<file path="src/rtl/ts_hdr_pkg.sv">
// Shared types, constants, the item-advance function and the clock repack function of the TS packet header parser.
package ts_hdr_pkg;

  // Parameter default: bytes of a packet that are parsed at most
  localparam int PacketBytesMaxDef = 188;

  // Field widths of the result record
  localparam int HeaderW  = 32;
  localparam int MaskW    = 5;
  localparam int ClockW   = 42;
  localparam int RawClkW  = 48;
  localparam int SpanW    = 16;

  // Walk phase over the adaptation field items, in spec order
  typedef enum logic [2:0] {
    PH_HEAD   = 3'd0,
    PH_PCR    = 3'd1,
    PH_OPCR   = 3'd2,
    PH_SPLICE = 3'd3,
    PH_PRIV   = 3'd4,
    PH_EXT    = 3'd5,
    PH_SKIP   = 3'd6,
    PH_DONE   = 3'd7
  } phase_e;

  // Bits of the present mask
  localparam int PresPcr    = 0;
  localparam int PresOpcr   = 1;
  localparam int PresSplice = 2;
  localparam int PresPriv   = 3;
  localparam int PresExt    = 4;

  // Header byte bit that flags an adaptation field
  localparam int AfcAfBit = 5;

  // Outcome of a move to the next flagged item
  typedef struct packed {
    phase_e phase;
    logic   fail;
    logic   load_six;
  } adv_t;

  // Result record
  typedef struct packed {
    logic               parse_ok;
    logic [HeaderW-1:0] header_word;
    logic [7:0]         af_length;
    logic [7:0]         af_flags;
    logic [MaskW-1:0]   present_mask;
    logic [ClockW-1:0]  pcr_value;
    logic [ClockW-1:0]  opcr_value;
    logic [7:0]         splice_count;
    logic [SpanW-1:0]   private_span;
    logic [SpanW-1:0]   extension_span;
    logic [7:0]         payload_start;
    logic [7:0]         payload_bytes;
  } rec_t;

  // Find the first flagged item after 'after' and check its bound against
  // the next byte index. Flag bit 4 is PCR down to bit 0 for the extension.
  function automatic adv_t adv_f(input logic [7:0] flags, input phase_e after,
                                 input logic [8:0] nidx, input logic [8:0] end_idx);
    adv_t r;
    logic found;
    r.phase    = PH_DONE;
    r.fail     = 1'b0;
    r.load_six = 1'b0;
    found      = 1'b0;
    for (int k = 1; k <= 5; k++) begin
      if (!found && (k > int'(after)) && flags[5-k]) begin
        found = 1'b1;
        if (k <= 2) begin
          // Clock reference items need six bytes inside the field
          if (({1'b0, nidx} + 10'd6) > {1'b0, end_idx}) begin
            r.fail = 1'b1;
          end else begin
            r.phase    = phase_e'(3'(k));
            r.load_six = 1'b1;
          end
        end else begin
          if (nidx >= end_idx) begin
            r.fail = 1'b1;
          end else begin
            r.phase = phase_e'(3'(k));
          end
        end
      end
    end
    return r;
  endfunction

  // Repack a raw 48-bit clock reference: 33-bit base over 9-bit extension
  function automatic logic [ClockW-1:0] pack_clk_f(input logic [RawClkW-1:0] raw);
    return {raw[47:15], raw[8:0]};
  endfunction

endpackage

</file>
<file path="src/rtl/ts_hdr_in_if.sv">
// Byte channel into the parser: one packet byte per beat.
interface ts_hdr_in_if;
  logic       valid;
  logic       ready;
  logic [7:0] data_byte;
  logic       last_byte;

  modport source (output valid, output data_byte, output last_byte, input ready);
  modport sink   (input valid, input data_byte, input last_byte, output ready);
endinterface

</file>
<file path="src/rtl/ts_hdr_out_if.sv">
// Record channel out of the parser: one parsed packet per beat.
interface ts_hdr_out_if;
  logic                             valid;
  logic                             ready;
  logic                             parse_ok;
  logic [ts_hdr_pkg::HeaderW-1:0]   header_word;
  logic [7:0]                       af_length;
  logic [7:0]                       af_flags;
  logic [ts_hdr_pkg::MaskW-1:0]     present_mask;
  logic [ts_hdr_pkg::ClockW-1:0]    pcr_value;
  logic [ts_hdr_pkg::ClockW-1:0]    opcr_value;
  logic [7:0]                       splice_count;
  logic [ts_hdr_pkg::SpanW-1:0]     private_span;
  logic [ts_hdr_pkg::SpanW-1:0]     extension_span;
  logic [7:0]                       payload_start;
  logic [7:0]                       payload_bytes;

  modport source (output valid, output parse_ok, output header_word, output af_length,
                  output af_flags, output present_mask, output pcr_value,
                  output opcr_value, output splice_count, output private_span,
                  output extension_span, output payload_start, output payload_bytes,
                  input ready);
  modport sink   (input valid, input parse_ok, input header_word, input af_length,
                  input af_flags, input present_mask, input pcr_value,
                  input opcr_value, input splice_count, input private_span,
                  input extension_span, input payload_start, input payload_bytes,
                  output ready);
endinterface

</file>
<file path="src/rtl/ts_packet_header_parser.sv">
// TS packet header and adaptation field parser, top level.
//
//   channel  dir  beat                          payload
//   pkt_i    in   one packet byte               data_byte, last_byte
//   rec_o    out  one record per packet         parse_ok .. payload_bytes
//
// One byte is taken per cycle while pkt_i.ready is high; the record of a packet is registered on the
// edge that takes its last byte and shows on rec_o the cycle after.
// The walk state and the record register sit one byte-step apart, so a new
// packet may start in the cycle right after a last byte.
// pkt_i stalls only while a finished record waits on rec_o and rec_o.ready
// is low. rst_ni clears the walk state and the record valid at once.
module ts_packet_header_parser #(
  parameter int PACKET_BYTES_MAX = ts_hdr_pkg::PacketBytesMaxDef
) (
  input  logic                clk_i,
  input  logic                rst_ni,
  ts_hdr_in_if.sink           pkt_i,
  ts_hdr_out_if.source        rec_o
);

  localparam logic [7:0] PmaxB = 8'(PACKET_BYTES_MAX);

  // Walk state
  logic [7:0]                     byte_index_q, byte_index_d;
  logic [ts_hdr_pkg::HeaderW-1:0] header_q, header_d;
  logic [7:0]                     af_len_q, af_len_d;
  logic [7:0]                     af_flags_q, af_flags_d;
  ts_hdr_pkg::phase_e             phase_q, phase_d;
  logic [7:0]                     remaining_q, remaining_d;
  logic [ts_hdr_pkg::RawClkW-1:0] pcr_q, pcr_d;
  logic [ts_hdr_pkg::RawClkW-1:0] opcr_q, opcr_d;
  logic [7:0]                     splice_q, splice_d;
  logic [ts_hdr_pkg::SpanW-1:0]   private_q, private_d;
  logic [ts_hdr_pkg::SpanW-1:0]   ext_q, ext_d;
  logic [ts_hdr_pkg::MaskW-1:0]   valid_q, valid_d;
  logic                           fail_q, fail_d;

  // Output register
  logic                           rec_valid_q;
  ts_hdr_pkg::rec_t               rec_q, rec_d;

  logic                           in_acc;
  logic                           take;
  logic [7:0]                     b;
  logic [8:0]                     nidx;
  logic [8:0]                     af_end_now;
  logic                           adv_req;
  ts_hdr_pkg::phase_e             adv_from;
  logic [7:0]                     adv_flags;
  ts_hdr_pkg::adv_t               adv;

  // Record evaluation
  logic [8:0]                     len9;
  logic [1:0]                     afc;
  logic [8:0]                     af_end_new;
  logic [8:0]                     start9;
  logic                           ok;

  // Accept a byte whenever the record register is free or draining
  assign pkt_i.ready = !rec_valid_q || rec_o.ready;
  assign in_acc      = pkt_i.valid && pkt_i.ready;
  assign take        = in_acc && (byte_index_q < PmaxB);
  assign b           = pkt_i.data_byte;
  assign nidx        = 9'(byte_index_q) + 9'd1;
  assign af_end_now  = 9'(af_len_q) + 9'd5;

  // Walk next state: consume one byte in the current phase
  always_comb begin
    byte_index_d = byte_index_q;
    header_d     = header_q;
    af_len_d     = af_len_q;
    af_flags_d   = af_flags_q;
    phase_d      = phase_q;
    remaining_d  = remaining_q;
    pcr_d        = pcr_q;
    opcr_d       = opcr_q;
    splice_d     = splice_q;
    private_d    = private_q;
    ext_d        = ext_q;
    valid_d      = valid_q;
    fail_d       = fail_q;
    adv_req      = 1'b0;
    adv_from     = phase_q;
    adv_flags    = af_flags_q;
    adv          = '0;
    if (take) begin
      byte_index_d = byte_index_q + 8'd1;
      unique case (phase_q)
        ts_hdr_pkg::PH_HEAD: begin
          if (byte_index_q < 8'd4) begin
            header_d = {header_q[23:0], b};
            if (byte_index_q == 8'd3 && !b[ts_hdr_pkg::AfcAfBit]) begin
              phase_d = ts_hdr_pkg::PH_DONE;
            end
          end else if (byte_index_q == 8'd4) begin
            af_len_d = b;
            if (b == 8'd0) begin
              phase_d = ts_hdr_pkg::PH_DONE;
            end
          end else begin
            af_flags_d = b;
            adv_flags  = b;
            adv_req    = 1'b1;
          end
        end
        ts_hdr_pkg::PH_PCR, ts_hdr_pkg::PH_OPCR: begin
          if (phase_q == ts_hdr_pkg::PH_PCR) begin
            pcr_d = {pcr_q[39:0], b};
          end else begin
            opcr_d = {opcr_q[39:0], b};
          end
          remaining_d = remaining_q - 8'd1;
          if (remaining_q == 8'd1) begin
            if (phase_q == ts_hdr_pkg::PH_PCR) begin
              valid_d[ts_hdr_pkg::PresPcr] = 1'b1;
            end else begin
              valid_d[ts_hdr_pkg::PresOpcr] = 1'b1;
            end
            adv_req = 1'b1;
          end
        end
        ts_hdr_pkg::PH_SPLICE: begin
          splice_d = b;
          valid_d[ts_hdr_pkg::PresSplice] = 1'b1;
          adv_req = 1'b1;
        end
        ts_hdr_pkg::PH_PRIV, ts_hdr_pkg::PH_EXT: begin
          // Length byte of a span: the data must end inside the field
          if (({1'b0, nidx} + 10'(b)) > {1'b0, af_end_now}) begin
            fail_d  = 1'b1;
            phase_d = ts_hdr_pkg::PH_DONE;
          end else begin
            if (phase_q == ts_hdr_pkg::PH_PRIV) begin
              private_d = {nidx[7:0], b};
              valid_d[ts_hdr_pkg::PresPriv] = 1'b1;
            end else begin
              ext_d = {nidx[7:0], b};
              valid_d[ts_hdr_pkg::PresExt] = 1'b1;
            end
            if (b == 8'd0) begin
              adv_req = 1'b1;
            end else begin
              remaining_d = b;
              phase_d     = ts_hdr_pkg::PH_SKIP;
            end
          end
        end
        ts_hdr_pkg::PH_SKIP: begin
          remaining_d = remaining_q - 8'd1;
          if (remaining_q == 8'd1) begin
            adv_from = valid_q[ts_hdr_pkg::PresExt] ? ts_hdr_pkg::PH_EXT
                                                    : ts_hdr_pkg::PH_PRIV;
            adv_req  = 1'b1;
          end
        end
        ts_hdr_pkg::PH_DONE: begin
        end
        default: begin
        end
      endcase
      // Move on to the next flagged item
      adv = ts_hdr_pkg::adv_f(adv_flags, adv_from, nidx, af_end_now);
      if (adv_req) begin
        phase_d = adv.phase;
        if (adv.fail) begin
          fail_d = 1'b1;
        end
        if (adv.load_six) begin
          remaining_d = 8'd6;
        end
      end
    end
  end

  // Record of the packet as it stands after this byte
  always_comb begin
    rec_d      = '0;
    len9       = 9'(byte_index_d);
    afc        = header_d[5:4];
    af_end_new = 9'(af_len_d) + 9'd5;
    start9     = afc[1] ? af_end_new : 9'd4;
    ok         = 1'b1;
    if (len9 >= 9'd4) begin
      rec_d.header_word = header_d;
      if (afc[1]) begin
        if (len9 < af_end_new) begin
          ok = 1'b0;
        end else begin
          rec_d.af_length    = af_len_d;
          rec_d.af_flags     = (af_len_d != 8'd0) ? af_flags_d : 8'd0;
          rec_d.present_mask = valid_d;
          if (valid_d[ts_hdr_pkg::PresPcr]) begin
            rec_d.pcr_value = ts_hdr_pkg::pack_clk_f(pcr_d);
          end
          if (valid_d[ts_hdr_pkg::PresOpcr]) begin
            rec_d.opcr_value = ts_hdr_pkg::pack_clk_f(opcr_d);
          end
          if (valid_d[ts_hdr_pkg::PresSplice]) begin
            rec_d.splice_count = splice_d;
          end
          if (valid_d[ts_hdr_pkg::PresPriv]) begin
            rec_d.private_span = private_d;
          end
          if (valid_d[ts_hdr_pkg::PresExt]) begin
            rec_d.extension_span = ext_d;
          end
          if (fail_d) begin
            ok = 1'b0;
          end
        end
      end
      if (ok && afc[0] && (len9 >= start9)) begin
        rec_d.payload_start = start9[7:0];
        rec_d.payload_bytes = 8'(len9 - start9);
      end
      rec_d.parse_ok = ok;
    end
  end

  // Walk state: advance per byte, clear after the last byte
  always_ff @(posedge clk_i or negedge rst_ni) begin
    if (!rst_ni) begin
      byte_index_q <= '0;
      header_q     <= '0;
      af_len_q     <= '0;
      af_flags_q   <= '0;
      phase_q      <= ts_hdr_pkg::PH_HEAD;
      remaining_q  <= '0;
      pcr_q        <= '0;
      opcr_q       <= '0;
      splice_q     <= '0;
      private_q    <= '0;
      ext_q        <= '0;
      valid_q      <= '0;
      fail_q       <= 1'b0;
    end else if (in_acc) begin
      if (pkt_i.last_byte) begin
        byte_index_q <= '0;
        header_q     <= '0;
        af_len_q     <= '0;
        af_flags_q   <= '0;
        phase_q      <= ts_hdr_pkg::PH_HEAD;
        remaining_q  <= '0;
        pcr_q        <= '0;
        opcr_q       <= '0;
        splice_q     <= '0;
        private_q    <= '0;
        ext_q        <= '0;
        valid_q      <= '0;
        fail_q       <= 1'b0;
      end else begin
        byte_index_q <= byte_index_d;
        header_q     <= header_d;
        af_len_q     <= af_len_d;
        af_flags_q   <= af_flags_d;
        phase_q      <= phase_d;
        remaining_q  <= remaining_d;
        pcr_q        <= pcr_d;
        opcr_q       <= opcr_d;
        splice_q     <= splice_d;
        private_q    <= private_d;
        ext_q        <= ext_d;
        valid_q      <= valid_d;
        fail_q       <= fail_d;
      end
    end
  end

  // Record valid: set on a last byte, drop when the beat is taken
  always_ff @(posedge clk_i or negedge rst_ni) begin
    if (!rst_ni) begin
      rec_valid_q <= 1'b0;
    end else if (in_acc && pkt_i.last_byte) begin
      rec_valid_q <= 1'b1;
    end else if (rec_o.ready) begin
      rec_valid_q <= 1'b0;
    end
  end

  // Record payload: load on a last byte
  always_ff @(posedge clk_i) begin
    if (in_acc && pkt_i.last_byte) begin
      rec_q <= rec_d;
    end
  end

  // Drive the record channel
  assign rec_o.valid          = rec_valid_q;
  assign rec_o.parse_ok       = rec_q.parse_ok;
  assign rec_o.header_word    = rec_q.header_word;
  assign rec_o.af_length      = rec_q.af_length;
  assign rec_o.af_flags       = rec_q.af_flags;
  assign rec_o.present_mask   = rec_q.present_mask;
  assign rec_o.pcr_value      = rec_q.pcr_value;
  assign rec_o.opcr_value     = rec_q.opcr_value;
  assign rec_o.splice_count   = rec_q.splice_count;
  assign rec_o.private_span   = rec_q.private_span;
  assign rec_o.extension_span = rec_q.extension_span;
  assign rec_o.payload_start  = rec_q.payload_start;
  assign rec_o.payload_bytes  = rec_q.payload_bytes;

`ifndef SYNTH
  // A last byte always produces a record in the next cycle
  a_last_gives_rec: assert property (@(posedge clk_i) disable iff (!rst_ni)
    (in_acc && pkt_i.last_byte) |=> rec_o.valid)
    else $error("last byte did not produce a record");

  // The walk restarts at the head after each packet
  a_walk_restart: assert property (@(posedge clk_i) disable iff (!rst_ni)
    (in_acc && pkt_i.last_byte) |=>
      (byte_index_q == 8'd0 && phase_q == ts_hdr_pkg::PH_HEAD && valid_q == '0))
    else $error("walk state not cleared after a packet");

  // The byte count saturates at the packet limit
  a_index_bound: assert property (@(posedge clk_i) disable iff (!rst_ni)
    byte_index_q <= PmaxB)
    else $error("byte index beyond packet limit");

  // A failed parse reports no payload
  a_fail_no_payload: assert property (@(posedge clk_i) disable iff (!rst_ni)
    (rec_o.valid && !rec_o.parse_ok) |->
      (rec_o.payload_start == 8'd0 && rec_o.payload_bytes == 8'd0))
    else $error("payload reported on a failed parse");

  // An absent PCR reads as zero
  a_absent_pcr_zero: assert property (@(posedge clk_i) disable iff (!rst_ni)
    (rec_o.valid && !rec_o.present_mask[ts_hdr_pkg::PresPcr]) |->
      (rec_o.pcr_value == '0))
    else $error("PCR value set while not present");
`endif

endmodule
</file>
<file path="src/flat_wrapper.sv">
// flat-port wrapper written by rule: the top's interface ports become plain ports
module ts_packet_header_parser_flat 
#(
  parameter int PACKET_BYTES_MAX = ts_hdr_pkg::PacketBytesMaxDef
)
  (clk_i, rst_ni, pkt_i_valid, pkt_i_data_byte, pkt_i_last_byte, pkt_i_ready, rec_o_valid, rec_o_parse_ok, rec_o_header_word, rec_o_af_length, rec_o_af_flags, rec_o_present_mask, rec_o_pcr_value, rec_o_opcr_value, rec_o_splice_count, rec_o_private_span, rec_o_extension_span, rec_o_payload_start, rec_o_payload_bytes, rec_o_ready);
  ts_hdr_in_if pkt_i_i ();
  ts_hdr_out_if rec_o_i ();
  input  logic clk_i;
  input  logic rst_ni;
  input wire logic [$bits(pkt_i_i.valid)-1:0] pkt_i_valid;
  input wire logic [$bits(pkt_i_i.data_byte)-1:0] pkt_i_data_byte;
  input wire logic [$bits(pkt_i_i.last_byte)-1:0] pkt_i_last_byte;
  output wire logic [$bits(pkt_i_i.ready)-1:0] pkt_i_ready;
  output wire logic [$bits(rec_o_i.valid)-1:0] rec_o_valid;
  output wire logic [$bits(rec_o_i.parse_ok)-1:0] rec_o_parse_ok;
  output wire logic [$bits(rec_o_i.header_word)-1:0] rec_o_header_word;
  output wire logic [$bits(rec_o_i.af_length)-1:0] rec_o_af_length;
  output wire logic [$bits(rec_o_i.af_flags)-1:0] rec_o_af_flags;
  output wire logic [$bits(rec_o_i.present_mask)-1:0] rec_o_present_mask;
  output wire logic [$bits(rec_o_i.pcr_value)-1:0] rec_o_pcr_value;
  output wire logic [$bits(rec_o_i.opcr_value)-1:0] rec_o_opcr_value;
  output wire logic [$bits(rec_o_i.splice_count)-1:0] rec_o_splice_count;
  output wire logic [$bits(rec_o_i.private_span)-1:0] rec_o_private_span;
  output wire logic [$bits(rec_o_i.extension_span)-1:0] rec_o_extension_span;
  output wire logic [$bits(rec_o_i.payload_start)-1:0] rec_o_payload_start;
  output wire logic [$bits(rec_o_i.payload_bytes)-1:0] rec_o_payload_bytes;
  input wire logic [$bits(rec_o_i.ready)-1:0] rec_o_ready;
  assign pkt_i_i.valid = pkt_i_valid;
  assign pkt_i_i.data_byte = pkt_i_data_byte;
  assign pkt_i_i.last_byte = pkt_i_last_byte;
  assign pkt_i_ready = pkt_i_i.ready;
  assign rec_o_valid = rec_o_i.valid;
  assign rec_o_parse_ok = rec_o_i.parse_ok;
  assign rec_o_header_word = rec_o_i.header_word;
  assign rec_o_af_length = rec_o_i.af_length;
  assign rec_o_af_flags = rec_o_i.af_flags;
  assign rec_o_present_mask = rec_o_i.present_mask;
  assign rec_o_pcr_value = rec_o_i.pcr_value;
  assign rec_o_opcr_value = rec_o_i.opcr_value;
  assign rec_o_splice_count = rec_o_i.splice_count;
  assign rec_o_private_span = rec_o_i.private_span;
  assign rec_o_extension_span = rec_o_i.extension_span;
  assign rec_o_payload_start = rec_o_i.payload_start;
  assign rec_o_payload_bytes = rec_o_i.payload_bytes;
  assign rec_o_i.ready = rec_o_ready;
  ts_packet_header_parser #(.PACKET_BYTES_MAX(PACKET_BYTES_MAX)) u_core (.clk_i(clk_i), .rst_ni(rst_ni), .pkt_i(pkt_i_i), .rec_o(rec_o_i));
endmodule
</file>
<file path="config.mk">
export PLATFORM = sky130hd
export DESIGN_NAME = ts_packet_header_parser_flat
export DESIGN_NICKNAME = d
export VERILOG_FILES = /design/src/rtl/ts_hdr_pkg.sv /design/src/rtl/ts_hdr_in_if.sv /design/src/rtl/ts_hdr_out_if.sv /design/src/rtl/ts_packet_header_parser.sv /design/src/flat_wrapper.sv
export SDC_FILE = /design/constraint.sdc
export NUM_CORES = 1
export LEC_CHECK = 0
export BUFFER_PORTS_ARGS = -buffer_cell sky130_fd_sc_hd__buf_2
export CAP_MARGIN = 40
export CORE_ASPECT_RATIO = 0.75
export CORE_MARGIN = 2
export CORE_UTILIZATION = 62
export CTS_BUF_LIST = sky130_fd_sc_hd__clkbuf_4 sky130_fd_sc_hd__clkbuf_8
export CTS_CLUSTER_DIAMETER = 120
export DETAILED_ROUTE_END_ITERATION = 7
export GPL_ROUTABILITY_DRIVEN = 0
export HOLD_SLACK_MARGIN = 0.12
export PLACE_DENSITY = 0.84
export SYNTH_ARGS = -nofsm -noshare
export SYNTH_HDL_FRONTEND = slang
export SYNTH_SLANG_ARGS = --single-unit
export TNS_END_PERCENT = 10
</file>
<file path="constraint.sdc">
create_clock -name clk_i -period 10.8 [get_ports clk_i]
set_input_delay 0.54 -clock clk_i [delete_from_list [all_inputs] [get_ports clk_i]]
set_output_delay 0.54 -clock clk_i [all_outputs]
set_load 0.01 [all_outputs]
</file>
# Word-level counts from Yosys, hierarchy flattened
# Cells that the tools add are included.
word_totals:
  reg_bits: 404
  elab_cells: 233
classes:
  addsub: 8
  n_lt_le_gt_ge: 13
  eq_ne: 14
  n_mux: 117
  bitwise_logic: 8
  reduce_logical: 45
ops:
  columns: ["cell", "n"]
  rows:
  - ["48-bit 2-to-1 mux", 8]
  - ["8-bit 2-to-1 mux", 21]
  - ["16-bit 2-to-1 mux", 10]
  - ["32-bit 2-to-1 mux", 4]
  - ["3-bit 2-to-1 mux", 17]
  - ["1-bit 2-to-1 mux", 39]
  - ["5-bit 2-to-1 mux", 6]
  - ["4-bit OR reduction", 6]
  - ["10-bit by 9-bit greater-than comparator with 1-bit output", 2]
  - ["8-bit by 3-bit adder with 9-bit output (second input constant)", 2]
  - ["4-bit 2-to-1 mux", 4]
  - ["8-bit case mux with 2 select lines", 1]
  - ["1-bit logical AND", 15]
  - ["9-bit by 3-bit adder with 10-bit output (second input constant)", 1]
  - ["9-bit by 8-bit adder with 10-bit output", 1]
  - ["5-bit by 2-bit != test with 1-bit output (second input constant)", 2]
  - ["5-bit != test (second input constant)", 2]
  - ["8-bit by 1-bit adder with 9-bit output (second input constant)", 1]
  - ["3-bit == test (second input constant)", 3]
  - ["8-bit by 9-bit >= comparator with 1-bit output", 1]
  - ["9-bit >= comparator", 1]
  - ["8-bit by 9-bit less-than comparator with 1-bit output", 1]
  - ["9-bit 2-to-1 mux", 1]
  - ["8-bit by 1-bit adder with 8-bit output (second input constant)", 1]
  - ["other kinds (30)", 55]

# Logic depth before layout (Yosys ltp)
# Gate-level depths: netlist of run 1.
logic_depth:
  word_depth: 39
  depth_mapped: 22
  depth_no_buf: 19

# Worst setup path before layout of run 1
# Ideal clock, no wire load.
synth_path:
  path_type: "input -> register"
  from: "input rec_o_ready"
  to: "register u_core.rec_q (netlist bit u_core.rec_o.af_flags[0]), enable pin"
  setup_time_ps: 1744
  arrival_time_ps: 4710
  setup_slack_ps: 4347
  cell_stages: 4
  cell_sequence: "nor2b_1 > nor2_1 > nand2_1 > clkinv_1"
synth_via:
  elab_chain_len: 3
synth_lines:
  columns: ["element", "line_no", "source"]
  rows:
  - ["start, declared", "flat_wrapper.sv:28", "input wire logic [$bits(rec_o_i.ready)-1:0] rec_o_ready;"]
  - ["1-bit logical OR", "ts_packet_header_parser.sv:61", "assign pkt_i.ready = !rec_valid_q || rec_o.ready;"]
  - ["1-bit logical AND", "ts_packet_header_parser.sv:62", "assign in_acc = pkt_i.valid && pkt_i.ready;"]
  - ["1-bit logical AND", "ts_packet_header_parser.sv:283", "if (in_acc && pkt_i.last_byte) begin"]
  - ["end signal, assigned", "ts_packet_header_parser.sv:284", "rec_q <= rec_d;"]
  - ["end, declared", "ts_packet_header_parser.sv:41", "ts_hdr_pkg::rec_t rec_q, rec_d;"]
# No other way between the ends.
# A chain may end at the register's enable or synchronous reset.

# Worst setup path in the final report of run 1
layout_path:
  from: "register u_core.byte_index_q[0]"
  to: "register u_core.rec_q (netlist bit u_core.rec_o.payload_bytes[0]) (data pin)"
layout_via:
  elab_chain_len: 38
  elab_cells_between_ends: 79
layout_lines:
  columns: ["element", "line_no", "source"]
  rows:
  - ["start, declared", "ts_packet_header_parser.sv:25", "logic [7:0] byte_index_q, byte_index_d;"]
  - ["start signal, assigned", "ts_packet_header_parser.sv:253", "byte_index_q <= byte_index_d;"]
  - ["branches (longest 38 deep; another with 9-bit by 3-bit adder with 10-bit output)", null, null]
# Parallel ways; which one is timed is not known. The select of a mux whose other input is x is not followed.

==> key figures, run 1 <==
Power and ir drop
  • Reg power frac: 0.458
  • Total power per unit cell area: 196.3 nW/um^2
  • Clock power frac: 0.322
  • Internal power: 2.974 mW
  • Post-layout power: 4.356 mW
  • Switching Share: 0.3173
  • Leak: just under 10 nW
  • Peak VDD IR: 132.9 uV
  • Gate power share: 0.220
  • Switch Pwr: approximately 1.4 mW

Placed design
  • Place WS: 5.083 ns
  • Area of placed instances: 20800 sq um
  • Dpl hpwl: ~33000 um
  • Port bufs: 208

Yosys
  • Post-Syn Area: 19340 sq um
  • Area contributors post-synth: edfxtp_1, dfrtp_1, nand2_1
  • FF+latch count, synth: 404
  • EDFF count, synth: 194
  • Syn nets: 1841
  • Most common flop cell mapped by yosys: dfrtp_1
  • Synth area leader: edfxtp_1
  • Yosys Warn Count: 0
  • Seq/Total Area, Yosys: 0.5728
  • Yosys cell types: 74
  • Top-area cell type share of the netlist area: 0.3011
  • Synth async-reset ratio: 0.5198
  • Syn avg cell area: 10.94 sq um
  • Syn Inst Count: around 1800

Finish
  • Multi-input logic area: 7639 sq um
  • Fillcell total: 2106
  • Most common cell after layout, fill and taps aside: nand2_1
  • Design Area, Final: 22200 sq um
  • Final Core Density: 0.7297
  • Most frequent cells in the layout: nand2_1, dfrtp_1, buf_2, edfxtp_1, nor2_1
  • Area grow syn2layout: 14.73%
  • Final nets: 2028
  • Number of diodes: 0
  • Layout cells sized above 1: 0.2117
  • Register area: 11080 sq um

Routing
  • First DRT Iteration DRCs: approximately 1500
  • DR WL/cell: ~21 um
  • Vias per cell: 6.202
  • DRC Markers: 0
  • Routed WL: between 40000 and 50000 um
  • ANT nets after route: 0
  • DRT Pass-1 Iters: 6
  • Vias: 14930

Floorplan
  • Die W: roughly 210 um
  • Initial core utilization: 0.6360
  • Die footprint: 32650 sq um
  • Height of the die: between 150 and 200 um
  • Ports: 209
  • Num rows: 55
  • Core ar.: 30420 sq um

Global routing
  • Overall routing resource usage: 0.3036
  • First-pass GRT wire length: 78450 um
  • Vias in the first global route: 14420
  • Initial antenna violation count: 0
  • Largest net degree at the start of global routing: 89
  • Grt total ovfl: 0

Critical path
  • Critical path type: reg2reg
  • CP bufs+invs: 0
  • Worst path max stage delay: 0.69 ns
  • Crit path max fanout: 10
  • CP cell instances: ha_1 > nand3_1 > xnor2_1 > ha_1 > a21oi_1 > nand3_1 > a21o_1 > a21oi_1 > xnor2_1 > ha_1 > a211o_1 > o221ai_1 > nand2_1 > a2111oi_0 > nand3_1 > a21oi_1
  • Critical Path RT: 11.27 ns
  • CP delay by family, top: compound AO/OA/AOI/OAI gates
  • Worst setup SP type: register
  • Slowest cell on crit path: a2111oi_0
  • Element type at the critical path end: register
  • CP Data Arrival Time: around 6.4 ns

STA
  • Period Utilization, post-route: 0.5480
  • Unrepaired setup endpoints after global routing: false
  • Final Hold Vio Count: 0
  • Worst-Margin Slew: 0.8790 ns
  • Clk_skew: between 0.02 and 0.025 ns
  • Minimum clock period: 5.918 ns
  • Final setup viols: 0
  • Final setup margin: 4.882 ns
  • Worst relative slew slack: 0.4140
  • Setup TNS: 0 ns
  • Pins Over Slew Limit: 0
  • FMAX: between 0.15 and 0.2 GHz

CTS
  • H-tree levels: 2
  • Post CTS Setup Buffer Count: 0
  • Post_cts resized: 0
  • CTS tree: done
  • Clock root buffer: clkbuf_8
  • TritonCTS Buffers: 60
  • Largest buffer count on any clock path: 3
  • Later-pin clock latency in the skew report: 0.64 ns
  • CTS Sinks: 404
  • Clock transition at path regs: 0.06 ns

Outcome
  • Status: complete, no violations

Run
  • Max_cap viols: 0

Hold path
  • Hold Crit Class: in2reg
synth_stat cells, types with 4 or more instances:
library cell	n
buf_6	12
a211oi_1	8
o21a_1	6
buf_1	11
nor3_1	27
xnor2_1	20
nor2b_1	16
a21oi_1	72
xor2_1	24
o211ai_1	5
ha_1	57
and3_1	4
and2_1	4
a21o_1	11
nand2_1	281
mux2i_1	100
clkbuf_1	79
nand4_1	15
nor2_1	179
nand3_1	21
nor4_1	5
o21bai_1	4
or2_1	4
a21oi_2	38
edfxtp_1	194
o21ai_0	125
nand2b_1	8
a22o_1	94
o22ai_1	6
o31ai_1	5
mux2_2	4
or2_2	7
buf_2	10
or3_1	9
inv_1	36
dfrtp_1	210
worst min-delay path: stages:
cell     delay (ns)
buf_2          0.08
nor2b_1        0.07
inv_1          0.16
nand2_1        0.08
state kept, by name, indices dropped and copies added (netlist names), 3 cells and up:
signal,cells
u_core.af_flags_q,8
u_core.af_len_q,8
u_core.byte_index_q,8
u_core.ext_q,16
u_core.header_q,32
u_core.opcr_q,48
u_core.pcr_q,48
u_core.phase_q,3
u_core.private_q,16
u_core.rec_o.af_flags,8
u_core.rec_o.af_length,8
u_core.rec_o.extension_span,16
u_core.rec_o.header_word,32
u_core.rec_o.opcr_value,42
u_core.rec_o.payload_bytes,8
u_core.rec_o.payload_start,8
u_core.rec_o.pcr_value,42
u_core.rec_o.present_mask,5
u_core.rec_o.private_span,16
u_core.rec_o.splice_count,8
u_core.remaining_q,8
u_core.splice_q,8
u_core.valid_q,5
power by group through the flow:
stage                     Clock [mW]  Sequential (mW)  Combinational (mW)
final                           1.40             2.00               0.959
after global routing            1.48             2.02                1.06
after CTS                       1.41             1.99               0.945
after detailed placement           0             2.02               0.938
after global placement             0             2.00               0.876
after floorplan                    0             1.98               0.683
path summary, 6_finish.rpt:
| kind | from | end | slack (ns) | depth (start not counted) |
|---|---|---|---|---|
| setup reg to reg | u_core.byte_index_q[0]$_DFFE_PN0P_ | u_core.rec_o.payload_bytes[0]$_SDFFCE_PN0P_ | 4.88 | 16 |
| max in group asynchronous | rst_ni | u_core.header_q[26]$_DFFE_PN0P_ | 9.27 | 4 |
| min in group asynchronous | rst_ni | u_core.opcr_q[8]$_DFFE_PN0P_ | 0.46 | 2 |
| hold / removal | rec_o_ready | u_core.rec_o.valid$_DFFE_PN0P_ | 0.36 | 4 |
| hold reg to reg | u_core.splice_q[3]$_DFFE_PN0P_ | u_core.splice_q[3]$_DFFE_PN0P_ | 0.48 | 2 |
| setup / recovery | u_core.byte_index_q[0]$_DFFE_PN0P_ | u_core.rec_o.payload_bytes[0]$_SDFFCE_PN0P_ | 4.88 | 16 |
stage by stage:
stage / cells / hold slack [ns]
after floorplan: 1769 / 0.2444
after global placement: 2281 / 0.4613
after detailed placement: 2292 / 0.4710
after CTS: 2407 / 0.3365
after global routing: 2407 / 0.3638
final: 2407 / 0.3627
per-layer routing:
layer  GRT usage  vias to the layer above  share of wire
met2      0.4632                      792           0.45
met3     0.06784                      111          0.099
met1      0.4406                     7317           0.42
met4     0.09186                        0          0.025
li1            -                     6708              -
met5           0                        -              0
kinds of logic after synthesis:
logic type,Yosys count,share of synthesized area
compound gates,415,0.1467
xor+xnor,44,0.01992
fa+ha+maj,59,0.03894
buf+inv,151,0.03499
flops,404,0.5728
mux,107,0.05627
simple gates,589,0.1304
repair_timing:
action	CTS	global route
hold endpoints to repair	68	0
setup endpoints to repair	0	0
hold buffers	1	0
cell type report:
class / instances / share of cell area
sequential: 404 / 0.4992
inverter: 37 / 0.006596
timing repair buffer: 239 / 0.06494
multi-input combinational: 1214 / 0.3442
clock inverter: 11 / 0.006596
clock buffer: 103 / 0.05598
tap: 399 / 0.02249
Power figures use the tool's default switching activity.
==> run 2, diff against run 1 <==
CORE_UTILIZATION = 55   (was 62)
PLACE_DENSITY = 0.78   (was 0.84)
clock period = 4.7 ns   (was 10.8 ns; I/O delays follow)
==> key figures, run 2 (synthesized netlist as in run 1, its figures left out) <==
CTS
  • Clock transition at path regs: 0.07 ns (about the same)
  • CTS Sinks: 404 (unchanged)
  • Clock root buffer: clkbuf_8
  • CTS tree: done
  • TritonCTS Buffers: 61 (+1.7%)
  • H-tree levels: 2 (unchanged)
  • Largest buffer count on any clock path: 3 (unchanged)
  • Later-pin clock latency in the skew report: 0.64 ns (about the same)

Critical path
  • Element type at the critical path end: register
  • Slowest cell on crit path: or4_4
  • Worst setup SP type: register
  • CP cell instances: or4_4 > or3_4 > o21ai_2 > nand2_1 > ha_2 > o21ai_1 > xnor2_1 > mux2i_1 > ha_1 > nand4_1 > nor2_1 > a211o_1 > a21o_1 > a41oi_2 > or4_4 > buf_6 > nand4b_4 > nor3_1
  • Crit path max fanout: 10 (unchanged)
  • R2R setup slack: 0.10 ns (-4.78 ns)
  • CP Data Arrival Time: 5.06 ns (-1.33 ns)
  • Critical path type: reg2reg
  • Worst path max stage delay: 0.63 ns (-0.06 ns)
  • CP most frequent cell: or4_4
  • Critical Path RT: 5.16 ns (-6.11 ns)
  • Cells on worst reg2reg path: 18 (+2)

Placed design
  • Port bufs: 208 (unchanged)
  • Place WS: -0.1232 ns (-5.207 ns)
  • Dpl hpwl: 32240 um (-0.99%)
  • Area of placed instances: 21230 sq um (+2.1%)
  • Placed insts: 2403 (+4.8%)

Routing
  • Vias: 14770 (-1.0%)
  • DRC Markers: 0 (unchanged)
  • DRT Pass-1 Iters: 5 (-1)
  • Vias per cell: 5.841 (-5.8%)
  • ANT nets after route: 0 (unchanged)
  • DR WL/cell: 19.76 um (-4.6%)
  • First DRT Iteration DRCs: 1618 (+9.7%)
  • Routed WL: 49980 um (+0.23%)

Global routing
  • Grt total ovfl: 0 (unchanged)
  • Initial antenna violation count: 0 (unchanged)
  • GR Util met2: 0.3970 (-0.06619)
  • Met1 usage: 0.4109 (-0.02965)
  • Met3 Use GR: 0.05753 (-0.01030)
  • Largest net degree at the start of global routing: 129 (+45%)
  • Vias in the first global route: 14280 (-0.95%)
  • GRT Max-Usage Layer: met1
  • First-pass GRT wire length: 78280 um (-0.21%)
  • Overall routing resource usage: 0.2702 (-0.03345)

STA
  • Worst-Margin Slew: 0.9932 ns (+0.1141 ns)
  • FMAX: 0.2174 GHz (+29%)
  • Final Hold Vio Count: 0 (unchanged)
  • Clk_skew: 0.03632 ns (+0.01203 ns)
  • Period Utilization, post-route: 0.9786 (+0.4306)
  • Final setup viols: 0 (unchanged)
  • Pins Over Slew Limit: 0 (unchanged)
  • Final setup margin: 0.1005 ns (-4.781 ns)
  • Minimum clock period: 4.599 ns (-1.319 ns)
  • Unrepaired setup endpoints after global routing: true
  • Worst relative slew slack: 0.3379 (-0.07608)
  • Setup TNS: 0 ns (unchanged)

Finish
  • Fin cells: 2529 (+5.1%)
  • Layout cells sized above 1: 0.2543 (+0.04269)
  • Final nets: 2094 (+3.3%)
  • Most common cell after layout, fill and taps aside: nand2_1
  • Design Area, Final: 22880 sq um (+3.1%)
  • Most frequent cells in the layout: nand2_1, dfrtp_1, buf_2, edfxtp_1, nor2_1
  • Number of diodes: 0 (unchanged)
  • Area grow syn2layout: 18.29%
  • Largest regs: u_core.opcr_q: 48 flops, u_core.pcr_q: 48 flops

Floorplan
  • Height of the die: 166.4 um (+6.0%)
  • Die footprint: 36700 sq um (+12%)
  • Core ar.: 34700 sq um (+14%)
  • Initial core utilization: 0.5576 (-0.07844)
  • Ports: 209 (unchanged)
  • Die W: 220.6 um (+6.1%)
  • Num rows: 59 (+7.3%)

Run
  • Max_cap viols: 0 (unchanged)

Hold path
  • Hold Crit Class: in2reg
  • Hold Path Stages: 3 (-1)

Power and ir drop
  • Peak VDD IR: 261.0 uV (+96%)
  • Total power per unit cell area: 430.8 nW/um^2 (+120%)
  • Post-layout power: 9.859 mW (+130%)
  • Leak: 9.916 nW (+3.2%)

Outcome
  • Status: complete, no violations
==> run 2: cell types whose count changed in the layout (fill, tap and decap cells not counted), moves of 4 or more <==
cell           delta
clkbuf_8          -8
buf_4            +55
nor3_1            -5
clkbuf_4          +7
a21oi_1           -4
buf_12            +5
nor3_2            +5
o21ai_0           -4
buf_16            -4
dlygate4sd3_1     +5
nor2_2           +15
nor2_1           -16
or2_4             +4
==> run 2: worst paths after layout <==
check / start / to
hold / removal: pkt_i_data_byte[5] / u_core.af_len_q[5]$_DFFE_PN0P_
setup / recovery: u_core.byte_index_q[6]$_DFFE_PN0P_ / u_core.rec_o.payload_start[4]$_SDFFCE_PN0P_
setup reg to reg: u_core.byte_index_q[6]$_DFFE_PN0P_ / u_core.rec_o.payload_start[4]$_SDFFCE_PN0P_
min in group asynchronous: rst_ni / u_core.opcr_q[8]$_DFFE_PN0P_
max in group asynchronous: rst_ni / u_core.header_q[6]$_DFFE_PN0P_
hold reg to reg: u_core.private_q[3]$_DFFE_PN0P_ / u_core.private_q[3]$_DFFE_PN0P_
==> run 2: what timing repair did <==
item	in CTS	in global routing
resized for setup	8	54
cloned	0	3
hold buffers	6	0
pin swaps	0	17
setup buffers	0	5
setup endpoints to repair	135	185
endpoints found under the hold margin	139	0
==> run 2: worst max-delay path: cells and delay by family, from the launching register on <==
family                     cells  cell delay (ns)
xor gates and xnor gates       1             0.15
and+or+nand+nor                8             2.37
muxes                          1             0.12
AOI/OAI and AO/OA              5             0.67
adders and majority gates      2             0.54
buffers and inverters          1             0.18
DFF                            1             0.38
==> run 2: metrics by stage <==
stage / util / hold slack [ns]
detailed placement: 0.6120 / 0.4190
floorplan: - / -0.06059
finish: 0.6595 / 0.2186
CTS: 0.6508 / 0.1488
global placement: 0.6104 / 0.4152
global route: 0.6595 / 0.1789
==> run 2: power by group <==
part / internal [mW] / leakage (nW) / switching [mW] / total (mW)
clock network: 1.59 / 0.675 / 1.36 / 2.95
registers: 4.19 / 4.72 / 0.359 / 4.55
logic: 0.906 / 4.52 / 1.46 / 2.37
total: 6.68 / 9.92 / 3.18 / 9.86
==> run 2: final cells by class <==
type	instances	area (sq um)
Sequential cell	404	11080
Clock buffer	102	1185
Inverter	37	146.4
Clock inverter	11	62.56
Timing Repair Buffer	303	1948
Multi-Input combinational cell	1215	7889
Tap cell	457	571.8
Fill cell	2703	11810
==> run 2: layer usage <==
layer	up-vias	wire length, um
li1	6829	-
met1	7242	22740
met2	617	22130
met3	84	4135
met4	0	968
met5	-	0
